==> config.mk <==
export PLATFORM = sky130hd
export DESIGN_NAME = shadow_sprite_span_decoder_flat
export DESIGN_NICKNAME = d
export VERILOG_FILES = /design/src/ssd_pkg.sv /design/src/ssd_in_if.sv /design/src/ssd_out_if.sv /design/src/shadow_sprite_span_decoder.sv /design/src/ssd_front.sv /design/src/ssd_queue.sv /design/src/ssd_back.sv /design/src/flat_wrapper.sv
export SDC_FILE = /design/constraint.sdc
export NUM_CORES = 1
export LEC_CHECK = 0
export BUFFER_PORTS_ARGS = -buffer_cell sky130_fd_sc_hd__buf_4
export CAP_MARGIN = 25
export CORE_ASPECT_RATIO = 0.8
export CORE_MARGIN = 8
export CORE_UTILIZATION = 30
export DETAILED_ROUTE_END_ITERATION = 16
export GPL_TIMING_DRIVEN = 0
export PLACE_DENSITY = 0.57
export SYNTH_ARGS = -nofsm -noshare
export SYNTH_HDL_FRONTEND = slang
export SYNTH_SLANG_ARGS = --single-unit
==> constraint.sdc <==
create_clock -name clk_i -period 5.6 [get_ports clk_i]
set_clock_uncertainty 0.15 [all_clocks]
set_input_delay 0.28 -clock clk_i [delete_from_list [all_inputs] [get_ports clk_i]]
set_output_delay 0.28 -clock clk_i [all_outputs]
set_load 0.005 [all_outputs]
==> src/ssd_pkg.sv <==
`timescale 1ns / 1ps

package ssd_pkg;

  // Result kinds as they appear on the output word
  typedef enum logic [2:0] {
    KIND_HEADER  = 3'd0,
    KIND_SPAN    = 3'd1,
    KIND_DONE    = 3'd2,
    KIND_TRUNC   = 3'd3,
    KIND_BAD_DIM = 3'd4
  } kind_e;

  // Parser phase, one-hot
  typedef enum logic [5:0] {
    PH_WIDTH    = 6'b000001,
    PH_HEIGHT   = 6'b000010,
    PH_LINELEN  = 6'b000100,
    PH_SEGCOUNT = 6'b001000,
    PH_SEGMENT  = 6'b010000,
    PH_DONE     = 6'b100000
  } phase_e;

  // Running x saturates here
  localparam logic [12:0] XSat = 13'h1FFF;

  // Result queue geometry
  localparam int unsigned QDepth = 4;
  localparam int unsigned QPtrW  = 2;
  localparam int unsigned QCntW  = 3;

  // One queued result. For spans, dim_w carries the image width used for
  // clipping and count the raw pixel count; the back end clips and clears them.
  typedef struct packed {
    kind_e        kind;
    logic [15:0]  dim_w;
    logic [15:0]  dim_h;
    logic [11:0]  row;
    logic [11:0]  x_start;
    logic [15:0]  count;
    logic         last;
  } res_t;

endpackage

==> src/ssd_in_if.sv <==
`timescale 1ns / 1ps

interface ssd_in_if;
  logic       valid;
  logic       ready;
  logic [7:0] data_byte;
  logic       end_of_data;

  modport source (output valid, output data_byte, output end_of_data, input ready);
  modport sink   (input valid, input data_byte, input end_of_data, output ready);
endinterface

==> src/ssd_out_if.sv <==
`timescale 1ns / 1ps

interface ssd_out_if;
  logic        valid;
  logic        ready;
  logic [2:0]  kind;
  logic [15:0] image_width;
  logic [15:0] image_height;
  logic [11:0] row;
  logic [11:0] x_start;
  logic [12:0] span_len;
  logic        last;

  modport source (output valid, output kind, output image_width, output image_height,
                  output row, output x_start, output span_len, output last,
                  input ready);
  modport sink   (input valid, input kind, input image_width, input image_height,
                  input row, input x_start, input span_len, input last,
                  output ready);
endinterface

==> src/shadow_sprite_span_decoder.sv <==
`timescale 1ns / 1ps

// Shadow sprite span decoder. Takes a sprite byte stream, one byte per word,
// and returns the header (or a bad-dimensions error), one word per visible
// shadow span clipped to the image width, and a final completion or
// truncation word with last set. Bytes after the final word are taken and
// dropped. A byte is taken every clock as long as the result queue holds no
// more than two unread words; it fills only when the output side stalls.
// A result passes through the result queue and then the output word register
// before it is presented on the output.
// Up to two results can come from one byte (a span then completion, or a
// header or span then truncation), drained one per clock when not stalled.
module shadow_sprite_span_decoder #(
  parameter int unsigned MAX_DIM = 4096
) (
  input  logic      clk_i,
  input  logic      rst_ni,
  ssd_in_if.sink    byte_i,
  ssd_out_if.source result_o
);

  logic          room;
  logic [1:0]    push_n;
  ssd_pkg::res_t push0;
  ssd_pkg::res_t push1;
  logic          pop;
  logic          head_valid;
  ssd_pkg::res_t head;

  ssd_front #(
    .MAX_DIM (MAX_DIM)
  ) u_front (
    .clk_i            (clk_i),
    .rst_ni           (rst_ni),
    .in_valid_i       (byte_i.valid),
    .in_data_byte_i   (byte_i.data_byte),
    .in_end_of_data_i (byte_i.end_of_data),
    .room_i           (room),
    .in_ready_o       (byte_i.ready),
    .push_n_o         (push_n),
    .push0_o          (push0),
    .push1_o          (push1)
  );

  ssd_queue u_queue (
    .clk_i        (clk_i),
    .rst_ni       (rst_ni),
    .push_n_i     (push_n),
    .push0_i      (push0),
    .push1_i      (push1),
    .pop_i        (pop),
    .room_o       (room),
    .head_valid_o (head_valid),
    .head_o       (head)
  );

  ssd_back u_back (
    .clk_i          (clk_i),
    .rst_ni         (rst_ni),
    .head_valid_i   (head_valid),
    .head_i         (head),
    .pop_o          (pop),
    .out_valid_o    (result_o.valid),
    .out_ready_i    (result_o.ready),
    .kind_o         (result_o.kind),
    .image_width_o  (result_o.image_width),
    .image_height_o (result_o.image_height),
    .row_o          (result_o.row),
    .x_start_o      (result_o.x_start),
    .span_len_o     (result_o.span_len),
    .last_o         (result_o.last)
  );

endmodule

==> src/ssd_front.sv <==
`timescale 1ns / 1ps

module ssd_front #(
  parameter int unsigned MAX_DIM = 4096
) (
  input  logic          clk_i,
  input  logic          rst_ni,
  input  logic          in_valid_i,
  input  logic [7:0]    in_data_byte_i,
  input  logic          in_end_of_data_i,
  input  logic          room_i,
  output logic          in_ready_o,
  output logic [1:0]    push_n_o,
  output ssd_pkg::res_t push0_o,
  output ssd_pkg::res_t push1_o
);

  localparam logic [16:0] MaxDimW = 17'(MAX_DIM);

  ssd_pkg::phase_e phase_q, phase_d;
  logic [7:0]  low_q, low_d;
  logic        parity_q, parity_d;
  logic        grp_q, grp_d;
  logic [15:0] width_q, width_d;
  logic [15:0] height_q, height_d;
  logic [12:0] row_q, row_d;
  logic [15:0] segs_q, segs_d;
  logic [12:0] start_q, start_d;
  logic [12:0] curx_q, curx_d;

  logic          accept;
  logic [15:0]   word;
  logic [16:0]   sum_off;
  logic [16:0]   sum_end;
  logic [12:0]   row_nxt;
  logic          bad_dim;
  logic          span_ok;
  logic          row_end;
  logic          vld_a, vld_b, vld_c;
  ssd_pkg::res_t res_a, res_b, res_c;

  assign in_ready_o = room_i;
  assign accept     = in_valid_i && room_i;
  assign word       = {in_data_byte_i, low_q};

  // Offset add at offset time, end add at count time; both saturate
  assign sum_off = {4'b0, curx_q} + {1'b0, word};
  assign sum_end = {4'b0, start_q} + {1'b0, word};
  assign row_nxt = row_q + 13'd1;
  assign bad_dim = (width_q == 16'd0) || (word == 16'd0) ||
                   ({1'b0, width_q} > MaxDimW) || ({1'b0, word} > MaxDimW);
  assign span_ok = ({3'b0, start_q} < width_q) && (word != 16'd0);

  // Parser: pairs bytes into words and walks the sprite layout
  always_comb begin
    phase_d  = phase_q;
    low_d    = low_q;
    parity_d = parity_q;
    grp_d    = grp_q;
    width_d  = width_q;
    height_d = height_q;
    row_d    = row_q;
    segs_d   = segs_q;
    start_d  = start_q;
    curx_d   = curx_q;
    row_end  = 1'b0;
    vld_a    = 1'b0;
    vld_b    = 1'b0;
    vld_c    = 1'b0;
    res_a    = '0;
    res_b    = '0;
    res_c    = '0;
    res_b.kind = ssd_pkg::KIND_DONE;
    res_b.last = 1'b1;
    res_c.kind = ssd_pkg::KIND_TRUNC;
    res_c.last = 1'b1;

    if (accept && (phase_q != ssd_pkg::PH_DONE)) begin
      if (!parity_q) begin
        low_d    = in_data_byte_i;
        parity_d = 1'b1;
      end else begin
        parity_d = 1'b0;
        case (phase_q)
          ssd_pkg::PH_WIDTH: begin
            width_d = word;
            phase_d = ssd_pkg::PH_HEIGHT;
          end
          ssd_pkg::PH_HEIGHT: begin
            height_d    = word;
            vld_a       = 1'b1;
            res_a.dim_w = width_q;
            res_a.dim_h = word;
            if (bad_dim) begin
              res_a.kind = ssd_pkg::KIND_BAD_DIM;
              res_a.last = 1'b1;
              phase_d    = ssd_pkg::PH_DONE;
            end else begin
              res_a.kind = ssd_pkg::KIND_HEADER;
              row_d      = '0;
              phase_d    = ssd_pkg::PH_LINELEN;
            end
          end
          ssd_pkg::PH_LINELEN: begin
            phase_d = ssd_pkg::PH_SEGCOUNT;
          end
          ssd_pkg::PH_SEGCOUNT: begin
            segs_d = word;
            curx_d = '0;
            grp_d  = 1'b0;
            if (word == 16'd0) begin
              row_end = 1'b1;
            end else begin
              phase_d = ssd_pkg::PH_SEGMENT;
            end
          end
          ssd_pkg::PH_SEGMENT: begin
            if (!grp_q) begin
              start_d = (sum_off[16:13] != 4'd0) ? ssd_pkg::XSat : sum_off[12:0];
              grp_d   = 1'b1;
            end else begin
              if (span_ok) begin
                vld_a         = 1'b1;
                res_a.kind    = ssd_pkg::KIND_SPAN;
                res_a.dim_w   = width_q;
                res_a.row     = row_q[11:0];
                res_a.x_start = start_q[11:0];
                res_a.count   = word;
              end
              curx_d = (sum_end[16:13] != 4'd0) ? ssd_pkg::XSat : sum_end[12:0];
              grp_d  = 1'b0;
              segs_d = segs_q - 16'd1;
              if (segs_q == 16'd1) begin
                row_end = 1'b1;
              end
            end
          end
          default: ;
        endcase
      end

      // Row finished: next row or completion
      if (row_end) begin
        row_d = row_nxt;
        if ({3'b0, row_nxt} >= height_q) begin
          vld_b   = 1'b1;
          phase_d = ssd_pkg::PH_DONE;
        end else begin
          phase_d = ssd_pkg::PH_LINELEN;
        end
      end

      // Data ran out early
      if (in_end_of_data_i && (phase_d != ssd_pkg::PH_DONE)) begin
        vld_c   = 1'b1;
        phase_d = ssd_pkg::PH_DONE;
      end
    end
  end

  // Pack up to two results in order: word result, completion, truncation
  always_comb begin
    push_n_o = 2'({1'b0, vld_a} + {1'b0, vld_b} + {1'b0, vld_c});
    if (vld_a) begin
      push0_o = res_a;
      push1_o = vld_b ? res_b : res_c;
    end else begin
      push0_o = vld_b ? res_b : res_c;
      push1_o = res_c;
    end
  end

  always_ff @(posedge clk_i or negedge rst_ni) begin
    if (!rst_ni) begin
      phase_q  <= ssd_pkg::PH_WIDTH;
      low_q    <= '0;
      parity_q <= 1'b0;
      grp_q    <= 1'b0;
      width_q  <= '0;
      height_q <= '0;
      row_q    <= '0;
      segs_q   <= '0;
      start_q  <= '0;
      curx_q   <= '0;
    end else begin
      phase_q  <= phase_d;
      low_q    <= low_d;
      parity_q <= parity_d;
      grp_q    <= grp_d;
      width_q  <= width_d;
      height_q <= height_d;
      row_q    <= row_d;
      segs_q   <= segs_d;
      start_q  <= start_d;
      curx_q   <= curx_d;
    end
  end

endmodule

==> src/ssd_queue.sv <==
`timescale 1ns / 1ps

module ssd_queue (
  input  logic          clk_i,
  input  logic          rst_ni,
  input  logic [1:0]    push_n_i,
  input  ssd_pkg::res_t push0_i,
  input  ssd_pkg::res_t push1_i,
  input  logic          pop_i,
  output logic          room_o,
  output logic          head_valid_o,
  output ssd_pkg::res_t head_o
);

  ssd_pkg::res_t                 mem_q [ssd_pkg::QDepth];
  logic [ssd_pkg::QPtrW-1:0]     wr_ptr_q, rd_ptr_q;
  logic [ssd_pkg::QPtrW-1:0]     wr_ptr1;
  logic [ssd_pkg::QCntW-1:0]     cnt_q, cnt_d;

  assign wr_ptr1      = wr_ptr_q + 1'b1;
  assign room_o       = cnt_q <= ssd_pkg::QCntW'(ssd_pkg::QDepth - 2);
  assign head_valid_o = cnt_q != '0;
  assign head_o       = mem_q[rd_ptr_q];
  assign cnt_d        = cnt_q + ssd_pkg::QCntW'(push_n_i) - ssd_pkg::QCntW'(pop_i);

  // Entry storage, up to two words written per cycle
  always_ff @(posedge clk_i) begin
    if (push_n_i != 2'd0) begin
      mem_q[wr_ptr_q] <= push0_i;
    end
    if (push_n_i == 2'd2) begin
      mem_q[wr_ptr1] <= push1_i;
    end
  end

  // Pointers and fill count
  always_ff @(posedge clk_i or negedge rst_ni) begin
    if (!rst_ni) begin
      wr_ptr_q <= '0;
      rd_ptr_q <= '0;
      cnt_q    <= '0;
    end else begin
      wr_ptr_q <= wr_ptr_q + ssd_pkg::QPtrW'(push_n_i);
      if (pop_i) begin
        rd_ptr_q <= rd_ptr_q + 1'b1;
      end
      cnt_q <= cnt_d;
    end
  end

endmodule

==> src/ssd_back.sv <==
`timescale 1ns / 1ps

module ssd_back (
  input  logic          clk_i,
  input  logic          rst_ni,
  input  logic          head_valid_i,
  input  ssd_pkg::res_t head_i,
  output logic          pop_o,
  output logic          out_valid_o,
  input  logic          out_ready_i,
  output logic [2:0]    kind_o,
  output logic [15:0]   image_width_o,
  output logic [15:0]   image_height_o,
  output logic [11:0]   row_o,
  output logic [11:0]   x_start_o,
  output logic [12:0]   span_len_o,
  output logic          last_o
);

  logic        valid_q;
  logic        load;
  logic        is_span;
  logic [12:0] room;
  logic [12:0] len;

  logic [2:0]  kind_q;
  logic [15:0] width_q;
  logic [15:0] height_q;
  logic [11:0] row_q;
  logic [11:0] xs_q;
  logic [12:0] len_q;
  logic        last_q;

  assign load  = !valid_q || out_ready_i;
  assign pop_o = head_valid_i && load;

  // Clip span to the image width; x_start is already inside it
  assign is_span = head_i.kind == ssd_pkg::KIND_SPAN;
  assign room    = head_i.dim_w[12:0] - {1'b0, head_i.x_start};
  assign len     = (head_i.count < {3'b0, room}) ? head_i.count[12:0] : room;

  always_ff @(posedge clk_i or negedge rst_ni) begin
    if (!rst_ni) begin
      valid_q <= 1'b0;
    end else if (load) begin
      valid_q <= head_valid_i;
    end
  end

  // Output word register
  always_ff @(posedge clk_i) begin
    if (pop_o) begin
      kind_q   <= head_i.kind;
      width_q  <= is_span ? 16'd0 : head_i.dim_w;
      height_q <= head_i.dim_h;
      row_q    <= head_i.row;
      xs_q     <= head_i.x_start;
      len_q    <= is_span ? len : 13'd0;
      last_q   <= head_i.last;
    end
  end

  assign out_valid_o    = valid_q;
  assign kind_o         = kind_q;
  assign image_width_o  = width_q;
  assign image_height_o = height_q;
  assign row_o          = row_q;
  assign x_start_o      = xs_q;
  assign span_len_o     = len_q;
  assign last_o         = last_q;

endmodule
==> src/flat_wrapper.sv <==
// flat-port wrapper written by rule: the top's interface ports become plain ports
module shadow_sprite_span_decoder_flat 
#(
  parameter int unsigned MAX_DIM = 4096
)
  (clk_i, rst_ni, byte_i_valid, byte_i_data_byte, byte_i_end_of_data, byte_i_ready, result_o_valid, result_o_kind, result_o_image_width, result_o_image_height, result_o_row, result_o_x_start, result_o_span_len, result_o_last, result_o_ready);
  ssd_in_if byte_i_i ();
  ssd_out_if result_o_i ();
  input  logic clk_i;
  input  logic rst_ni;
  input wire logic [$bits(byte_i_i.valid)-1:0] byte_i_valid;
  input wire logic [$bits(byte_i_i.data_byte)-1:0] byte_i_data_byte;
  input wire logic [$bits(byte_i_i.end_of_data)-1:0] byte_i_end_of_data;
  output wire logic [$bits(byte_i_i.ready)-1:0] byte_i_ready;
  output wire logic [$bits(result_o_i.valid)-1:0] result_o_valid;
  output wire logic [$bits(result_o_i.kind)-1:0] result_o_kind;
  output wire logic [$bits(result_o_i.image_width)-1:0] result_o_image_width;
  output wire logic [$bits(result_o_i.image_height)-1:0] result_o_image_height;
  output wire logic [$bits(result_o_i.row)-1:0] result_o_row;
  output wire logic [$bits(result_o_i.x_start)-1:0] result_o_x_start;
  output wire logic [$bits(result_o_i.span_len)-1:0] result_o_span_len;
  output wire logic [$bits(result_o_i.last)-1:0] result_o_last;
  input wire logic [$bits(result_o_i.ready)-1:0] result_o_ready;
  assign byte_i_i.valid = byte_i_valid;
  assign byte_i_i.data_byte = byte_i_data_byte;
  assign byte_i_i.end_of_data = byte_i_end_of_data;
  assign byte_i_ready = byte_i_i.ready;
  assign result_o_valid = result_o_i.valid;
  assign result_o_kind = result_o_i.kind;
  assign result_o_image_width = result_o_i.image_width;
  assign result_o_image_height = result_o_i.image_height;
  assign result_o_row = result_o_i.row;
  assign result_o_x_start = result_o_i.x_start;
  assign result_o_span_len = result_o_i.span_len;
  assign result_o_last = result_o_i.last;
  assign result_o_i.ready = result_o_ready;
  shadow_sprite_span_decoder #(.MAX_DIM(MAX_DIM)) u_core (.clk_i(clk_i), .rst_ni(rst_ni), .byte_i(byte_i_i), .result_o(result_o_i));
endmodule
==> results.json <==
{
  "status": "complete, no violations",
  "drcViolationCount": 0,
  "h-tree-depth": 2,
  "cts_root_buffer": "clkbuf_16",
  "chipHeight_um": 258,
  "vdd_ir_drop_max_v": 0.000229,
  "setup_viol": 0,
  "slew_viol_final": 0,
  "power_mw": 9.42,
  "synth_top_cell_area_share_pct": 27.4,
  "synth_area_leaders": "dfxtp_1 (27%), dfrtp_1 (13%), edfxtp_1 (11%)",
  "clk_latency_ps": 620,
  "swShare_pct": 30.8,
  "dp.cells": 2988,
  "drive_above_1_share_pct": 18.8,
  "cp_max_fo": 10,
  "core_sq_um": 72100,
  "synth_area_per_cell_sq_um": 11.2,
  "synthCells": 1954,
  "hold_violations": 0,
  "synth_area_sq_um": 21900,
  "io_pins": 88,
  "clkPwrFrac_pct": 35.9,
  "finalCritPeriodShare_pct": 95.2,
  "post_dp_cell_area_sq_um": 23800,
  "synth_seq_area_share_pct": 50.7,
  "drt_iter0_markers": 1718,
  "pre_cts_slack_ps": -1410,
  "final_nets": 2213,
  "tightest_slew_ps": 998,
  "power_density_nw_per_um2": 364,
  "synth_edf_count": 77,
  "wirelength_um": 68400,
  "cp-end-kind": "flip-flop",
  "seq_power_share_pct": 42.8,
  "utilization_pct": 35.9,
  "via_per_inst": 5.44,
  "clkTransAtPathRegs_ps": 70,
  "max_freq_ghz": 0.188,
  "arrival_ps": 5530,
  "fin_ws_ps": 271,
  "dr.pass1.iters": 5,
  "fin_setup_tns_ps": 0,
  "grt_start_max_net_pins": 90,
  "final_cell_area_sq_um": 25900,
  "multi_input_area_sq_um": 10000,
  "tritoncts": "built",
  "top_usage_layer": "met2",
  "num_vias": 16900,
  "grt_pass1_vias": 16600,
  "layout_commonest_cell": "dfxtp_1",
  "p_int_mw": 6.52,
  "clk_path_buf_depth": 3,
  "stdcell_count": 3099,
  "ant_nets": 0,
  "synth.distinct_cells": 86,
  "min_path_type": "input pin to asynchronous set/reset pin",
  "synthesis.nets": 2054,
  "finalCriticalPeriod_ps": 5330,
  "power_switching_mw": 2.91,
  "p_comb_share_pct": 21.3,
  "gp_congestion": 0.863,
  "dieArea_sq_um": 81900,
  "leakage_nw": 10.4,
  "num_rows": 88,
  "die_x_um": 318,
  "grt_use_total_pct": 16.1,
  "port_buffers": 85,
  "fillers": 6964,
  "synth.ff_latch_count": 488,
  "drv_cap": 0,
  "initial_core_util_pct": 30.3,
  "grt.met1_usage_pct": 22.6,
  "yosysTopAreaCell": "dfxtp_1",
  "seqCellArea_sq_um": 11100,
  "overflow": 0,
  "max_slew_margin_pct": 33.4,
  "ys.flop_type": "dfxtp_1",
  "clock-sinks": 488,
  "met3_usage_pct": 4.16,
  "worstPathRequired_ps": 5800,
  "crit_type": "flip-flop to flip-flop",
  "whs_ps": 73.8,
  "startpoint_type": "flip-flop",
  "area_delta_synth_final_pct": 18.3,
  "ys_async_sr_fraction_pct": 22.7,
  "detail_route.wl_per_cell_um": 22.1,
  "final_cell_mix": "dfxtp_1 (300), a22o_1 (262), nand2_1 (137)",
  "cts_buffers": 50,
  "n_antenna_cell": 0,
  "antenna_found_initial": 0,
  "grt_util_met2_pct": 24.3,
  "yosysWarnings": 0,
  "grt_pass1_wl_um": 103000,
  "dp_hpwl_um": 49200
}
timing repair:
item / 4_1_cts / 5_1_grt
setup buffers: 4 / 7
hold endpoints to repair: 132 / 0
pin swaps: 2 / 4
gates resized for setup: 53 / 35
hold buffers: 12 / 0
setup endpoints to repair: 321 / 303
cells in the mapped netlist (all sizes together) (5+ instances only):
library cell	n
dfrtp	110
fa	5
o21a	13
mux2	13
and2	20
a21oi	113
mux4	74
a211oi	14
o21ai	130
xnor2	16
a21o	7
nor2	93
dfxtp	300
nand3	58
nor4	15
o22ai	7
nor3	33
nor3b	5
edfxtp	77
nor2b	10
nand4	6
xor2	33
o31ai	6
nand2	140
clkbuf	87
a22o	262
inv	72
ha	82
a22oi	5
and3	7
or3	9
nand2b	17
buf	51
sequential cells by signal, summed over array words and instances, names as in the netlist, 6 cells and up:
name and flops:
u_core.u_front.phase_q 6, u_core.u_front.height_q 16, u_core.u_front.low_q 8, u_core.u_back.x_start_o 12, u_core.u_back.row_o 12, u_core.u_queue.mem_q 304, u_core.u_front.width_q 16, u_core.u_back.image_width_o 16
u_core.u_front.segs_q 16, u_core.u_front.curx_q 13, u_core.u_back.span_len_o 13, u_core.u_front.row_q 13, u_core.u_front.start_q 13, u_core.u_back.image_height_o 16
critical path: stages (launching register included):
cell and delay, ps:
dfrtp_4 470, buf_4 240, buf_6 200, buf_4 230, mux4_2 280, ha_1 190
inv_1 60, fa_2 370, a211oi_1 240, nor2_1 100, o41a_1 380, a311oi_1 290
nor3_1 100, xor2_1 240, ha_1 300, nand4_1 110, nor2_2 60, o21a_1 120
nor3_2 260, nand4_1 200, buf_4 230, o21ai_0 160, a21oi_1 80
path summary, 6_finish.rpt:
kind / depth (start not counted) / start / to / slack [ps]
hold reg to reg: 2 / u_core.u_queue.mem_q[0][27]$_SDFFE_PP0P_ / u_core.u_queue.mem_q[0][27]$_SDFFE_PP0P_ / 320
setup reg to reg: 22 / u_core.u_queue.rd_ptr_q[1]$_DFFE_PN0P_ / u_core.u_back.span_len_o[12]$_SDFFCE_PP0P_ / 270
max in group asynchronous: 4 / rst_ni / u_core.u_front.phase_q[3]$_DFFE_PN0P_ / 4340
hold / removal: 2 / rst_ni / u_core.u_front.phase_q[0]$_DFFE_PN1P_ / 70
setup / recovery: 22 / u_core.u_queue.rd_ptr_q[1]$_DFFE_PN0P_ / u_core.u_back.span_len_o[12]$_SDFFCE_PP0P_ / 270
min in group clk_i: 3 / byte_i_data_byte[5] / u_core.u_front.segs_q[13]$_DFFE_PN0P_ / 130
power by group through the flow:
stage / Clock (mW) / Combinational (mW) / Sequential, mW
2_1_floorplan: 0 / 1.13 / 4.04
3_3_place_gp: 0 / 1.90 / 4.12
3_5_place_dp: 0 / 1.97 / 4.10
4_1_cts: 3.43 / 2.01 / 4.03
5_1_grt: 3.58 / 2.17 / 4.06
6_report: 3.38 / 2.01 / 4.03
kinds of logic after synthesis:
kind of cell	synth area share (%)
multiplexers	8.33
adder cells (fa/ha/maj)	5.15
AO/OA/AOI/OAI	20.2
buffers and inverters	4.09
XOR/XNOR	1.96
AND/OR/NAND/NOR	9.52
flip-flops	50.7
routing by layer:
metal / wire length, um / up-vias
met5: 0 / -
met3: 5930 / 119
met1: 30700 / 8455
met4: 1740 / 0
met2: 30000 / 661
li1: - / 7626
layout make-up:
| type | count | share of cell area, % |
|---|---|---|
| Clock inverter | 26 | 0.981 |
| Multi-Input combinational cell | 1256 | 38.6 |
| Tap cell | 945 | 4.57 |
| Inverter | 72 | 1.04 |
| Clock buffer | 67 | 5.40 |
| Buffer | 132 | 2.67 |
| Sequential cell | 488 | 42.9 |
| Timing Repair Buffer | 113 | 3.79 |
No activity file was read; power rests on OpenSTA's default activity.
